[src/skf_pkg.sv]
// Shared types, microcode encodings and constants of the scalar Kalman filter.
`default_nettype none
package skf_pkg;

    localparam int unsigned PC_BITS   = 3;
    localparam int unsigned DIV_STEPS = 17;
    localparam int unsigned CNT_BITS  = 5;

    typedef logic [PC_BITS-1:0]  t_pc;
    typedef logic [CNT_BITS-1:0] t_cnt;

    typedef enum logic [2:0] {
        OP_LOAD,
        OP_DIV,
        OP_GAIN,
        OP_MUL_EST,
        OP_EST,
        OP_MUL_VAR,
        OP_VAR,
        OP_EMIT
    } t_op;

    typedef enum logic [1:0] {
        CND_ALWAYS,
        CND_IN,
        CND_DIV,
        CND_OUT
    } t_cond;

    typedef struct packed {
        t_op   op;
        t_cond cond;
        t_pc   target;
    } t_uword;

    typedef struct packed {
        t_op  op;
        logic fire;
    } t_ctrl;

    localparam t_pc PC_IDLE    = 3'd0;
    localparam t_pc PC_DIV     = 3'd1;
    localparam t_pc PC_GAIN    = 3'd2;
    localparam t_pc PC_MUL_EST = 3'd3;
    localparam t_pc PC_EST     = 3'd4;
    localparam t_pc PC_MUL_VAR = 3'd5;
    localparam t_pc PC_VAR     = 3'd6;
    localparam t_pc PC_EMIT    = 3'd7;

    localparam int unsigned CFG_IDX_BITS = 1;
    typedef logic [CFG_IDX_BITS-1:0] t_cfg_idx;
    localparam t_cfg_idx CFG_PROCESS_NOISE = 1'b0;
    localparam t_cfg_idx CFG_MEAS_NOISE    = 1'b1;

    localparam logic [15:0] Q_RESET = 16'd410;
    localparam logic [15:0] R_RESET = 16'd4096;

endpackage
`default_nettype wire

[src/skf_ucode.sv]
// Control store: one microcode word per sequencer step.
`default_nettype none
module skf_ucode
    import skf_pkg::*;
(
    input  var t_pc    i_pc,
    output t_uword     o_word
);

    always_comb begin
        case (i_pc)
            PC_IDLE:    o_word = '{op: OP_LOAD,    cond: CND_IN,     target: PC_DIV};
            PC_DIV:     o_word = '{op: OP_DIV,     cond: CND_DIV,    target: PC_GAIN};
            PC_GAIN:    o_word = '{op: OP_GAIN,    cond: CND_ALWAYS, target: PC_MUL_EST};
            PC_MUL_EST: o_word = '{op: OP_MUL_EST, cond: CND_ALWAYS, target: PC_EST};
            PC_EST:     o_word = '{op: OP_EST,     cond: CND_ALWAYS, target: PC_MUL_VAR};
            PC_MUL_VAR: o_word = '{op: OP_MUL_VAR, cond: CND_ALWAYS, target: PC_VAR};
            PC_VAR:     o_word = '{op: OP_VAR,     cond: CND_ALWAYS, target: PC_EMIT};
            PC_EMIT:    o_word = '{op: OP_EMIT,    cond: CND_OUT,    target: PC_IDLE};
            default:    o_word = '{op: OP_LOAD,    cond: CND_IN,     target: PC_DIV};
        endcase
    end

endmodule
`default_nettype wire

[src/skf_seq.sv]
// Microcode sequencer: step counter, divide loop counter and conditional jumps.
`default_nettype none
module skf_seq
    import skf_pkg::*;
(
    input  var logic  i_clk,
    input  var logic  i_rst_n,
    input  var logic  i_in_valid,
    input  var logic  i_out_free,
    output logic      o_in_ready,
    output t_ctrl     o_ctrl
);

    t_pc    r_pc;
    t_pc    n_pc;
    t_cnt   r_cnt;
    t_cnt   n_cnt;
    t_uword w_word;
    logic   w_met;

    skf_ucode u_ucode (
        .i_pc   (r_pc),
        .o_word (w_word)
    );

    always_comb begin
        case (w_word.cond)
            CND_ALWAYS: w_met = 1'b1;
            CND_IN:     w_met = i_in_valid;
            CND_DIV:    w_met = (r_cnt == CNT_BITS'(DIV_STEPS - 1));
            CND_OUT:    w_met = i_out_free;
            default:    w_met = 1'b1;
        endcase
    end

    always_comb begin
        n_pc  = w_met ? w_word.target : r_pc;
        n_cnt = r_cnt;
        if (w_word.cond == CND_DIV) begin
            n_cnt = w_met ? '0 : r_cnt + 1'b1;
        end
    end

    assign o_in_ready  = (w_word.cond == CND_IN);
    assign o_ctrl.op   = w_word.op;
    assign o_ctrl.fire = (w_word.cond == CND_DIV) ? 1'b1 : w_met;

    always_ff @(posedge i_clk) begin
        if (!i_rst_n) begin
            r_pc  <= PC_IDLE;
            r_cnt <= '0;
        end else begin
            r_pc  <= n_pc;
            r_cnt <= n_cnt;
        end
    end

endmodule
`default_nettype wire

[src/skf_dp.sv]
// Datapath: predict, restoring divider, shared multiplier and state update.
`default_nettype none
module skf_dp
    import skf_pkg::*;
(
    input  var logic        i_clk,
    input  var logic        i_rst_n,
    input  var t_ctrl       i_ctrl,
    input  var logic [15:0] i_sample,
    input  var logic [15:0] i_q,
    input  var logic [15:0] i_r,
    output logic [15:0]     o_estimate,
    output logic [15:0]     o_gain
);

    logic [15:0] r_est;
    logic [15:0] n_est;
    logic [15:0] r_ev;
    logic [15:0] n_ev;
    logic [15:0] r_smp;
    logic [15:0] r_pp;
    logic [16:0] r_den;
    logic [17:0] r_rem;
    logic [16:0] r_quo;
    logic [15:0] r_k;
    logic [15:0] r_mag;
    logic        r_neg;
    logic [32:0] r_prod;

    logic [16:0] w_sum;
    logic [15:0] w_pp;
    logic [16:0] w_den;
    logic        w_ge;
    logic [17:0] w_rem_sub;
    logic [16:0] w_mul_a;
    logic [15:0] w_mul_b;
    logic [32:0] w_prod;
    logic [32:0] w_rnd;
    logic [16:0] w_step;
    logic [17:0] w_up;
    logic [16:0] w_dn;
    logic [15:0] w_k;
    logic        w_do;

    assign w_do = i_ctrl.fire;

    always_comb begin
        w_sum     = {1'b0, r_ev} + {1'b0, i_q};
        w_pp      = w_sum[16] ? 16'hFFFF : w_sum[15:0];
        w_den     = {1'b0, w_pp} + {1'b0, i_r};
        w_ge      = (r_rem >= {1'b0, r_den});
        w_rem_sub = w_ge ? (r_rem - {1'b0, r_den}) : r_rem;
        if (r_den == '0) begin
            w_k = '0;
        end else if (r_quo[16]) begin
            w_k = 16'hFFFF;
        end else begin
            w_k = r_quo[15:0];
        end
        w_mul_a = (i_ctrl.op == OP_MUL_VAR) ? (17'h10000 - {1'b0, r_k}) : {1'b0, r_k};
        w_mul_b = (i_ctrl.op == OP_MUL_VAR) ? r_pp : r_mag;
        w_prod  = w_mul_a * w_mul_b;
        w_rnd   = r_prod + 33'd32768;
        w_step  = w_rnd[32:16];
        w_up    = {2'b00, r_est} + {1'b0, w_step};
        w_dn    = {1'b0, r_est} - w_step;
        if (r_neg) begin
            n_est = (w_step > {1'b0, r_est}) ? 16'h0000 : w_dn[15:0];
        end else begin
            n_est = (w_up > 18'h0FFFF) ? 16'hFFFF : w_up[15:0];
        end
        n_ev = w_step[16] ? 16'hFFFF : w_step[15:0];
    end

    always_ff @(posedge i_clk) begin
        if (!i_rst_n) begin
            r_est <= '0;
            r_ev  <= '0;
        end else if (w_do) begin
            if (i_ctrl.op == OP_EST) begin
                r_est <= n_est;
            end
            if (i_ctrl.op == OP_VAR) begin
                r_ev <= n_ev;
            end
        end
    end

    always_ff @(posedge i_clk) begin
        if (w_do) begin
            case (i_ctrl.op)
                OP_LOAD: begin
                    r_smp <= i_sample;
                    r_pp  <= w_pp;
                    r_den <= w_den;
                    r_rem <= {2'b00, w_pp};
                    r_quo <= '0;
                end
                OP_DIV: begin
                    r_rem <= {w_rem_sub[16:0], 1'b0};
                    r_quo <= {r_quo[15:0], w_ge};
                end
                OP_GAIN: begin
                    r_k   <= w_k;
                    r_neg <= (r_smp < r_est);
                    r_mag <= (r_smp < r_est) ? (r_est - r_smp) : (r_smp - r_est);
                end
                OP_MUL_EST: r_prod <= w_prod;
                OP_MUL_VAR: r_prod <= w_prod;
                default: begin
                end
            endcase
        end
    end

    assign o_estimate = r_est;
    assign o_gain     = r_k;

endmodule
`default_nettype wire

[src/scalar_kalman_filter_top.sv]
// Top level of the scalar Kalman filter: ports, registers, result buffer.
//
// Input stream s_axis: one sensor sample per word. Output stream m_axis: one
// word per sample with the new estimate (Q8.8 by default) and the gain used.
// The configuration channel writes process noise (index 0) and measurement
// noise (index 1), both Q4.12; it is always ready. The user must write it only
// while the filter is idle; the block itself does not enforce this.
// Each sample goes through these steps from acceptance to the result entering
// the output register: the load step at acceptance, 17 steps of the
// bit-serial divider that forms the gain, the gain step, two multiply and
// update pairs and the emit step. One sample is in flight at a time and the
// next one is accepted the cycle after the emit step.
// The next sample is accepted as soon as the result sits in the output
// register, even while the receiver stalls. If the receiver still holds
// the previous word at the emit step, the sequencer waits there.
// Reset (synchronous, active low) clears estimate and variance to zero,
// restores the default noise values and empties the output register.
`default_nettype none
module scalar_kalman_filter_top
    import skf_pkg::*;
#(
    parameter int unsigned SAMPLE_BITS = 8
) (
    input  var logic                 i_clk,
    input  var logic                 i_rst_n,
    input  var logic                 s_axis_tvalid,
    output logic                     s_axis_tready,
    // sample
    input  var logic [((SAMPLE_BITS+7)/8)*8-1:0] s_axis_tdata,
    output logic                     m_axis_tvalid,
    input  var logic                 m_axis_tready,
    // estimate_out [15:0], gain_out [31:16]
    output logic [31:0]              m_axis_tdata,
    input  var logic                 i_cfg_valid,
    output logic                     o_cfg_ready,
    input  var t_cfg_idx             i_cfg_index,
    input  var logic [15:0]          i_cfg_data
);

    logic [15:0] r_q;
    logic [15:0] r_r;
    logic        r_out_valid;
    logic [15:0] r_out_est;
    logic [15:0] r_out_gain;
    logic [15:0] w_sample;
    logic        w_out_free;
    logic        w_accept;
    logic        w_emit;
    logic [15:0] w_est;
    logic [15:0] w_gain;
    t_ctrl       w_ctrl;

    assign w_sample   = 16'(s_axis_tdata[SAMPLE_BITS-1:0]) << (16 - SAMPLE_BITS);
    assign w_out_free = !r_out_valid || m_axis_tready;
    assign w_accept   = s_axis_tvalid && s_axis_tready;
    assign w_emit     = w_ctrl.fire && (w_ctrl.op == OP_EMIT);
    assign o_cfg_ready = 1'b1;

    skf_seq u_seq (
        .i_clk      (i_clk),
        .i_rst_n    (i_rst_n),
        .i_in_valid (s_axis_tvalid),
        .i_out_free (w_out_free),
        .o_in_ready (s_axis_tready),
        .o_ctrl     (w_ctrl)
    );

    skf_dp u_dp (
        .i_clk      (i_clk),
        .i_rst_n    (i_rst_n),
        .i_ctrl     (w_ctrl),
        .i_sample   (w_sample),
        .i_q        (r_q),
        .i_r        (r_r),
        .o_estimate (w_est),
        .o_gain     (w_gain)
    );

    always_ff @(posedge i_clk) begin
        if (!i_rst_n) begin
            r_q         <= Q_RESET;
            r_r         <= R_RESET;
            r_out_valid <= 1'b0;
        end else begin
            if (i_cfg_valid && o_cfg_ready) begin
                case (i_cfg_index)
                    CFG_PROCESS_NOISE: r_q <= i_cfg_data;
                    CFG_MEAS_NOISE:    r_r <= i_cfg_data;
                    default: begin
                    end
                endcase
            end
            if (w_emit) begin
                r_out_valid <= 1'b1;
            end else if (m_axis_tready) begin
                r_out_valid <= 1'b0;
            end
        end
    end

    always_ff @(posedge i_clk) begin
        if (w_emit) begin
            r_out_est  <= w_est;
            r_out_gain <= w_gain;
        end
    end

    assign m_axis_tvalid = r_out_valid;
    assign m_axis_tdata  = {r_out_gain, r_out_est};

    a_one_in_flight: assert property (@(posedge i_clk) disable iff (!i_rst_n)
        w_accept |=> !s_axis_tready)
        else $error("sample accepted while another is in flight");

    a_latency: assert property (@(posedge i_clk) disable iff (!i_rst_n)
        w_accept |-> ##23 (w_ctrl.op == OP_EMIT))
        else $error("emit step not reached 23 cycles after acceptance");

    a_emit_fills: assert property (@(posedge i_clk) disable iff (!i_rst_n)
        w_emit |=> m_axis_tvalid)
        else $error("emitted word missing from output register");

endmodule
`default_nettype wire

[config.mk]
export PLATFORM = sky130hd
export DESIGN_NAME = scalar_kalman_filter_top
export DESIGN_NICKNAME = d
export VERILOG_FILES = /design/src/skf_pkg.sv /design/src/skf_ucode.sv /design/src/skf_seq.sv /design/src/skf_dp.sv /design/src/scalar_kalman_filter_top.sv
export SDC_FILE = /design/constraint.sdc
export NUM_CORES = 1
export LEC_CHECK = 0
export BUFFER_PORTS_ARGS = -buffer_cell sky130_fd_sc_hd__buf_2
export CORE_MARGIN = 8
export CORE_UTILIZATION = 59
export CTS_CLUSTER_SIZE = 24
export DETAILED_ROUTE_END_ITERATION = 8
export GPL_ROUTABILITY_DRIVEN = 1
export PLACE_DENSITY_LB_ADDON = 0.05
export SYNTH_ARGS = -nofsm -noshare
export SYNTH_HDL_FRONTEND = slang
export SYNTH_HIERARCHICAL = 1
export SYNTH_SLANG_ARGS = --single-unit
[constraint.sdc]
create_clock -name i_clk -period 6.9 [get_ports i_clk]
set_clock_uncertainty 0.2 [all_clocks]
set_input_delay 0.69 -clock i_clk [delete_from_list [all_inputs] [get_ports i_clk]]
set_output_delay 0.69 -clock i_clk [all_outputs]
set_load 0.1 [all_outputs]
Yosys cells after proc, flatten, opt, wreduce, memory -nomap -nowiden
Memories as Yosys holds them, arrays and structs flattened. A register that Yosys moved wholly into a read port is not among the register bits.
Cells that the tools add are included.
- register bits after elaboration: 247
- ROM bits: 64
- bits of input ports: 30
- output and inout port bits: 35
- memories: 1
- memory list (name ; depth ; width ; rd ports ; clocked after memory_dff ; wr ports ; RTL line ; source):
    (no name shown) ; 8 ; 8 ; 1 ; 1 ; 0 ; skf_ucode.sv:11 ; case (i_pc)
- $add $sub $neg: 10
- multiply operators: 1
- $lt $le $gt $ge: 4
- equality and inequality tests: 11
- multiplexer cells: 19
- bitwise gates (word level): 1
- reductions and logical operators: 17
- operators by type and width (cell ; count):
    2-to-1 mux 16 bit ; 8
    subtractor 16 bit ; 3
    one-hot mux 18 bit (2 select lines) ; 1
    adder 16 x 16 -> 17 bit ; 2
    2-to-1 mux 17 bit ; 2
    one-hot mux 17 bit (2 select lines) ; 1
    adder 33 x 16 -> 33 bit, second input constant ; 1
    multiplier 17 x 16 -> 33 bit ; 1
    adder 16 x 17 -> 18 bit ; 1
    >= comparator 18 x 17 -> 1 bit ; 1
    greater-than comparator 18 x 16 -> 1 bit, second input constant ; 1
    greater-than comparator 17 x 16 -> 1 bit ; 1
    logical NOT 17 bit ; 1
    subtractor 17 x 16 -> 17 bit, first input constant ; 1
    subtractor 17 bit ; 1
    < comparator 16 bit ; 1
    AND reduction 2 bit ; 8
    == test 3 bit, second input constant ; 4
    == test 3 x 2 -> 1 bit, second input constant ; 2
    2-to-1 mux 3 bit ; 2
    adder 5 x 1 -> 5 bit, second input constant ; 1
    == test 5 bit, second input constant ; 1
    2-to-1 mux 5 bit ; 1
    == test 2 bit, second input constant ; 2
    12 further kinds ; 15

Depth between registers and ports, before layout
- word-level depth: 6
- gate-level depth with buffers: 30
- mapped depth without buffers: 28

Cells and area by module
The synthesis kept the hierarchy.
- modules (own cells, without submodules) (module ; times used ; cells each ; area an instance (sq um)):
    skf_dp ; 1 ; 2278 ; 20616.0
    scalar_kalman_filter_top ; 1 ; 182 ; 2235.9
    skf_seq ; 1 ; 47 ; 424.2
    skf_ucode ; 1 ; 16 ; 115.1

Worst setup path after synthesis
No wires, ideal clock.
- path type: reg-to-reg
- from: register, netlist name u_seq/r_pc[1]
- to: register u_dp.r_prod[32], data pin
- arrival time: 7.058 ns
- required time: 6.440 ns
- path slack: -0.618 ns
- cell stages (with the launch flop): 27
- path buffers: 4
- clock period less this slack: 7.518 ns
- cell sequence: dfxtp_1 buf_4 nand3b_1 clkbuf_1 buf_1 mux2i_1 clkbuf_1 nor2_1 fa_1 inv_1 fa_1 fa_1 fa_1 inv_1 fa_1 inv_1 fa_1 inv_1 ha_1 nand4_1 or2_2 a21o_1 a21o_1 a21o_1 and2_1 a211o_1 xnor2_1
- RTL lines (item ; RTL line ; source):
    end signal: assignment ; skf_dp.sv:108 ; OP_MUL_EST: r_prod <= w_prod;
    end signal: assignment ; skf_dp.sv:109 ; OP_MUL_VAR: r_prod <= w_prod;
    end: declaration ; skf_dp.sv:28 ; logic [32:0] r_prod;

Worst setup path in the final report
- from: register u_dp.r_k[3], in the netlist u_dp/o_gain[3]
- to: register u_dp.r_prod[32], data pin
- cells in the longest elaborated chain, start to end: 3
- RTL lines (item ; RTL line ; source):
    start: declaration ; skf_dp.sv:25 ; logic [15:0] r_k;
    start signal: assignment ; skf_dp.sv:104 ; r_k <= w_k;
    subtractor 17 x 16 -> 17 bit ; skf_dp.sv:60 ; w_mul_a = (i_ctrl.op == OP_MUL_VAR) ? (17'h10000 - {1'b0, r_k}) : {1'b0, r_k};
    2-to-1 mux 17 bit * ; skf_dp.sv:60 ;
    multiplier 17 x 16 -> 33 bit * ; skf_dp.sv:62 ; w_prod = w_mul_a * w_mul_b;
    named net u_dp.w_prod[32] ; skf_dp.sv:37 ; logic [32:0] w_prod;
Mark *: on every way through the listed nets, which the timed path passes. The rest lies on a longest branch.
A chain may end at the register's enable or synchronous reset.

==> results.md <==
- Status: finished, violations left
- Failing checks: negative setup slack
- Clock tree buffer depth: 3
- Slew Viols, Final: 0
- Flops & latches, synth: 240
- RSZ-0062 raised after global routing: true
- Final setup TNS: -0.585 ns
- Library cells used by synthesis: 79
- Initial antenna violation count: 0
- Mapped Avg Cell Area: 9.27 um^2
- Global-route wire length before repair: 104000 um
- Cell Rows: 73
- Final count of hold timing violations: 0
- DP Worst Slack: -0.466 ns
- Clk sinks: 240
- Syn. warnings: 6
- Fmax: 142 MHz
- Most used flip-flop cell after synthesis: edfxtp_1
- CP startpoint kind: flip-flop
- Mapped Cells: 2523
- Routed via count: 18927
- Fin area: 27300 um^2
- Final WS setup: -0.144 ns
- Layout filler cell count: 3130
- Area delta synth->final: 16.5%
- DR iter-0 viols: 1406
- Yosys top cell by area: edfxtp_1
- Crit path max-delay cell type: fa_1
- Final hold slack: 0.0599 ns
- GRT Overall Usage: 28.1%
- Rel. slew slack: 26.5%
- Top cell type's share of synthesized area: 21.4%
- Ys async rst share: 0%
- Initial Utilization: 59.3%
- Hold Buf Count CTS: 0
- Area contributors post-synth: edfxtp_1 (21%), fa_1 (18%), ha_1 (13%)
- Worst-case reg-to-reg path depth: 27
- Nets@finish: 3209
- CTS Buf Count: 28
- Register area: 6480 um^2
- H-Tree Depth: 1
- Gpl congestion: 0.989
- Wire per inst: 20.1 um
- CP Class: reg2reg
- Multi-input logic area: 16000 um^2
- Max_cap viols: 0
- Capturing point of the worst reg2reg path: u_dp/r_prod[32]
- First-pass iteration count of the detailed router: 5
- Worst skew pair latency: 0.60 ns
- Post-DRT Antenna Nets: 0
- DRC violations left: 0
- Clock Root Buffer: clkbuf_16
- Worst-path fanout max: 3
- # IOs: 65
- Worst-Margin Slew: 1.10 ns
- Most frequent CP cell: fa_1
- Number of synthesized flops with an enable pin: 167
- Share of cells above drive strength 1: 16.7%
- # setup viols final: 7
- Critical Path RT: 7.01 ns
- Post-DP Area: 25600 um^2
- Minimum clock period after layout: 7.04 ns
- Die W: 215 um
- Post-Syn Area: 23400 um^2
- Die height: 215 um
- Fin crit share: 102%
- TritonCTS clock tree: built
- Overflow after GRT: 0
- Input/output buffers: 63
- Crit-path leading delay family: adder cells
- Hold crit path type: in2reg
- Clk pin slew, worst setup/hold paths: 0.07 ns
- Crit path DAT: 7.15 ns
- Vias/cell: 5.78
- Setup crit end: u_dp/r_prod[32]
- Hpwl dp: 52600 um
- WL final: 65700 um
- Largest net degree at the start of global routing: 73
- CP Buf/Inv Count: 6
- CP Depth: 27
- Antenna diode count: 0
- CP peak stage delay: 0.56 ns
- Reg2reg start: u_dp/o_gain[3]
- Die area: 46300 um^2
- Crit end category: flip-flop
- Setup crit start: u_dp/o_gain[3]
- Core area: 39500 um^2
- Sequential element share of the synthesized area: 27.7%
- Number of global-route vias before repair: 19563
- Reg2Reg Setup Slack: -0.14 ns
==> sequential cells by signal, summed over array words and instances (netlist names), 17 cells and up <==
| signal | cells |
|---|---|
| u_dp/r_den | 17 |
| u_dp/r_prod | 18 |
| u_dp/r_quo | 17 |
| u_dp/r_rem | 18 |
==> cells in the mapped netlist (19+ instances only) <==
master,n
a211oi_1,21
a21o_1,43
a21oi_1,109
a31oi_1,37
and2_1,19
and3_1,33
clkbuf_1,71
dfxtp_1,73
edfxtp_1,167
fa_1,214
ha_1,237
inv_1,345
mux2i_1,30
nand2_1,287
nand2b_1,20
nand3_1,41
nand4_1,19
nor2_1,256
nor2b_1,22
nor3_1,36
o21a_1,19
o21ai_0,95
xnor2_1,58
xor2_1,55
==> worst register-to-register path, cell delays in order, from the launching register on <==
cell      delay, ns
edfxtp_1       0.43
nor3_4         0.30
nand3_4        0.14
nor3_4         0.27
nor2_4         0.08
buf_4          0.15
xnor2_2        0.12
buf_4          0.15
nor2_1         0.18
fa_1           0.46
inv_1          0.09
fa_1           0.44
fa_2           0.36
fa_1           0.56
inv_1          0.07
fa_1           0.53
inv_1          0.05
fa_1           0.47
inv_1          0.06
ha_4           0.28
nand3_2        0.08
nor2_2         0.12
nand3_2        0.12
a21o_1         0.25
a21o_1         0.23
and2_1         0.15
a211o_1        0.31
xnor2_1        0.13
==> how the worst min path moves through the flow <==
| stage | to | cells past startpoint | from | slack (ns) |
|---|---|---|---|---|
| after floorplan | r_out_gain[10] | 0 | u_dp/o_gain[10] | 0.22 |
| after global placement | r_r[6] | 2 | r_r[6] | 0.26 |
| after detailed placement | r_r[13] | 2 | r_r[13] | 0.27 |
| after CTS | u_dp/r_smp[11] | 1 | s_axis_tdata[3] | 0.03 |
| after global routing | u_dp/r_smp[11] | 1 | s_axis_tdata[3] | 0.04 |
| final | u_dp/r_smp[11] | 1 | s_axis_tdata[3] | 0.06 |
==> cells by family after synthesis <==
| kind of cell | after synthesis | synth area share, % |
|---|---|---|
| AO/OA/AOI/OAI | 452 | 12.7 |
| XOR/XNOR | 113 | 4.23 |
| adder cells (fa/ha/maj) | 451 | 31.0 |
| buffers and inverters | 437 | 7.28 |
| flip-flops | 240 | 27.7 |
| multiplexers | 47 | 2.10 |
| other | 2 | 0.0321 |
| AND/OR/NAND/NOR | 781 | 15.0 |
==> timing repair <==
item	4_1_cts	5_1_grt
setup endpoints to repair	15	18
buffers inserted	12	13
gates resized for setup	65	31
pin swaps	66	34
==> per-layer routing <==
layer / GRT usage (%) / share of wire [%]
met1: 36.2 / 43
met2: 48.4 / 48
met3: 3.97 / 5.5
met4: 8.97 / 3.2
met5: 0 / 0
==> layout by cell type, fill, tap and decap left out, types with 22 or more instances in the layout <==
cell	count
inv_1	338
nand2_1	282
nor2_1	241
ha_1	228
fa_1	202
buf_4	183
edfxtp_1	167
a21oi_1	98
o21ai_0	95
dfxtp_1	73
buf_2	63
xor2_1	46
xnor2_1	45
a21o_1	43
nand3_1	38
a31oi_1	33
and3_1	33
nor3_1	30
clkbuf_16	28
mux2i_1	26
nor2b_1	22
==> per-stage QoR <==
stage               utilization (%)  instances
floorplan                         -       2530
global placement               65.0       3199
detailed placement             65.0       3199
CTS                            68.4       3262
global route                   69.1       3275
finish                         69.1       3275
==> cell type report <==
cell class	count	share of cell area, %
Clock buffer	32	2.66
Inverter	346	4.78
Timing Repair Buffer	259	6.92
Tap cell	525	2.41
Multi-Input combinational cell	1853	58.6
Sequential cell	240	23.8
Clock inverter	20	0.813
Power is left out: the tool's default activity adds up to more than one toggle a clock period on the data nets, which glitch-free logic cannot reach.
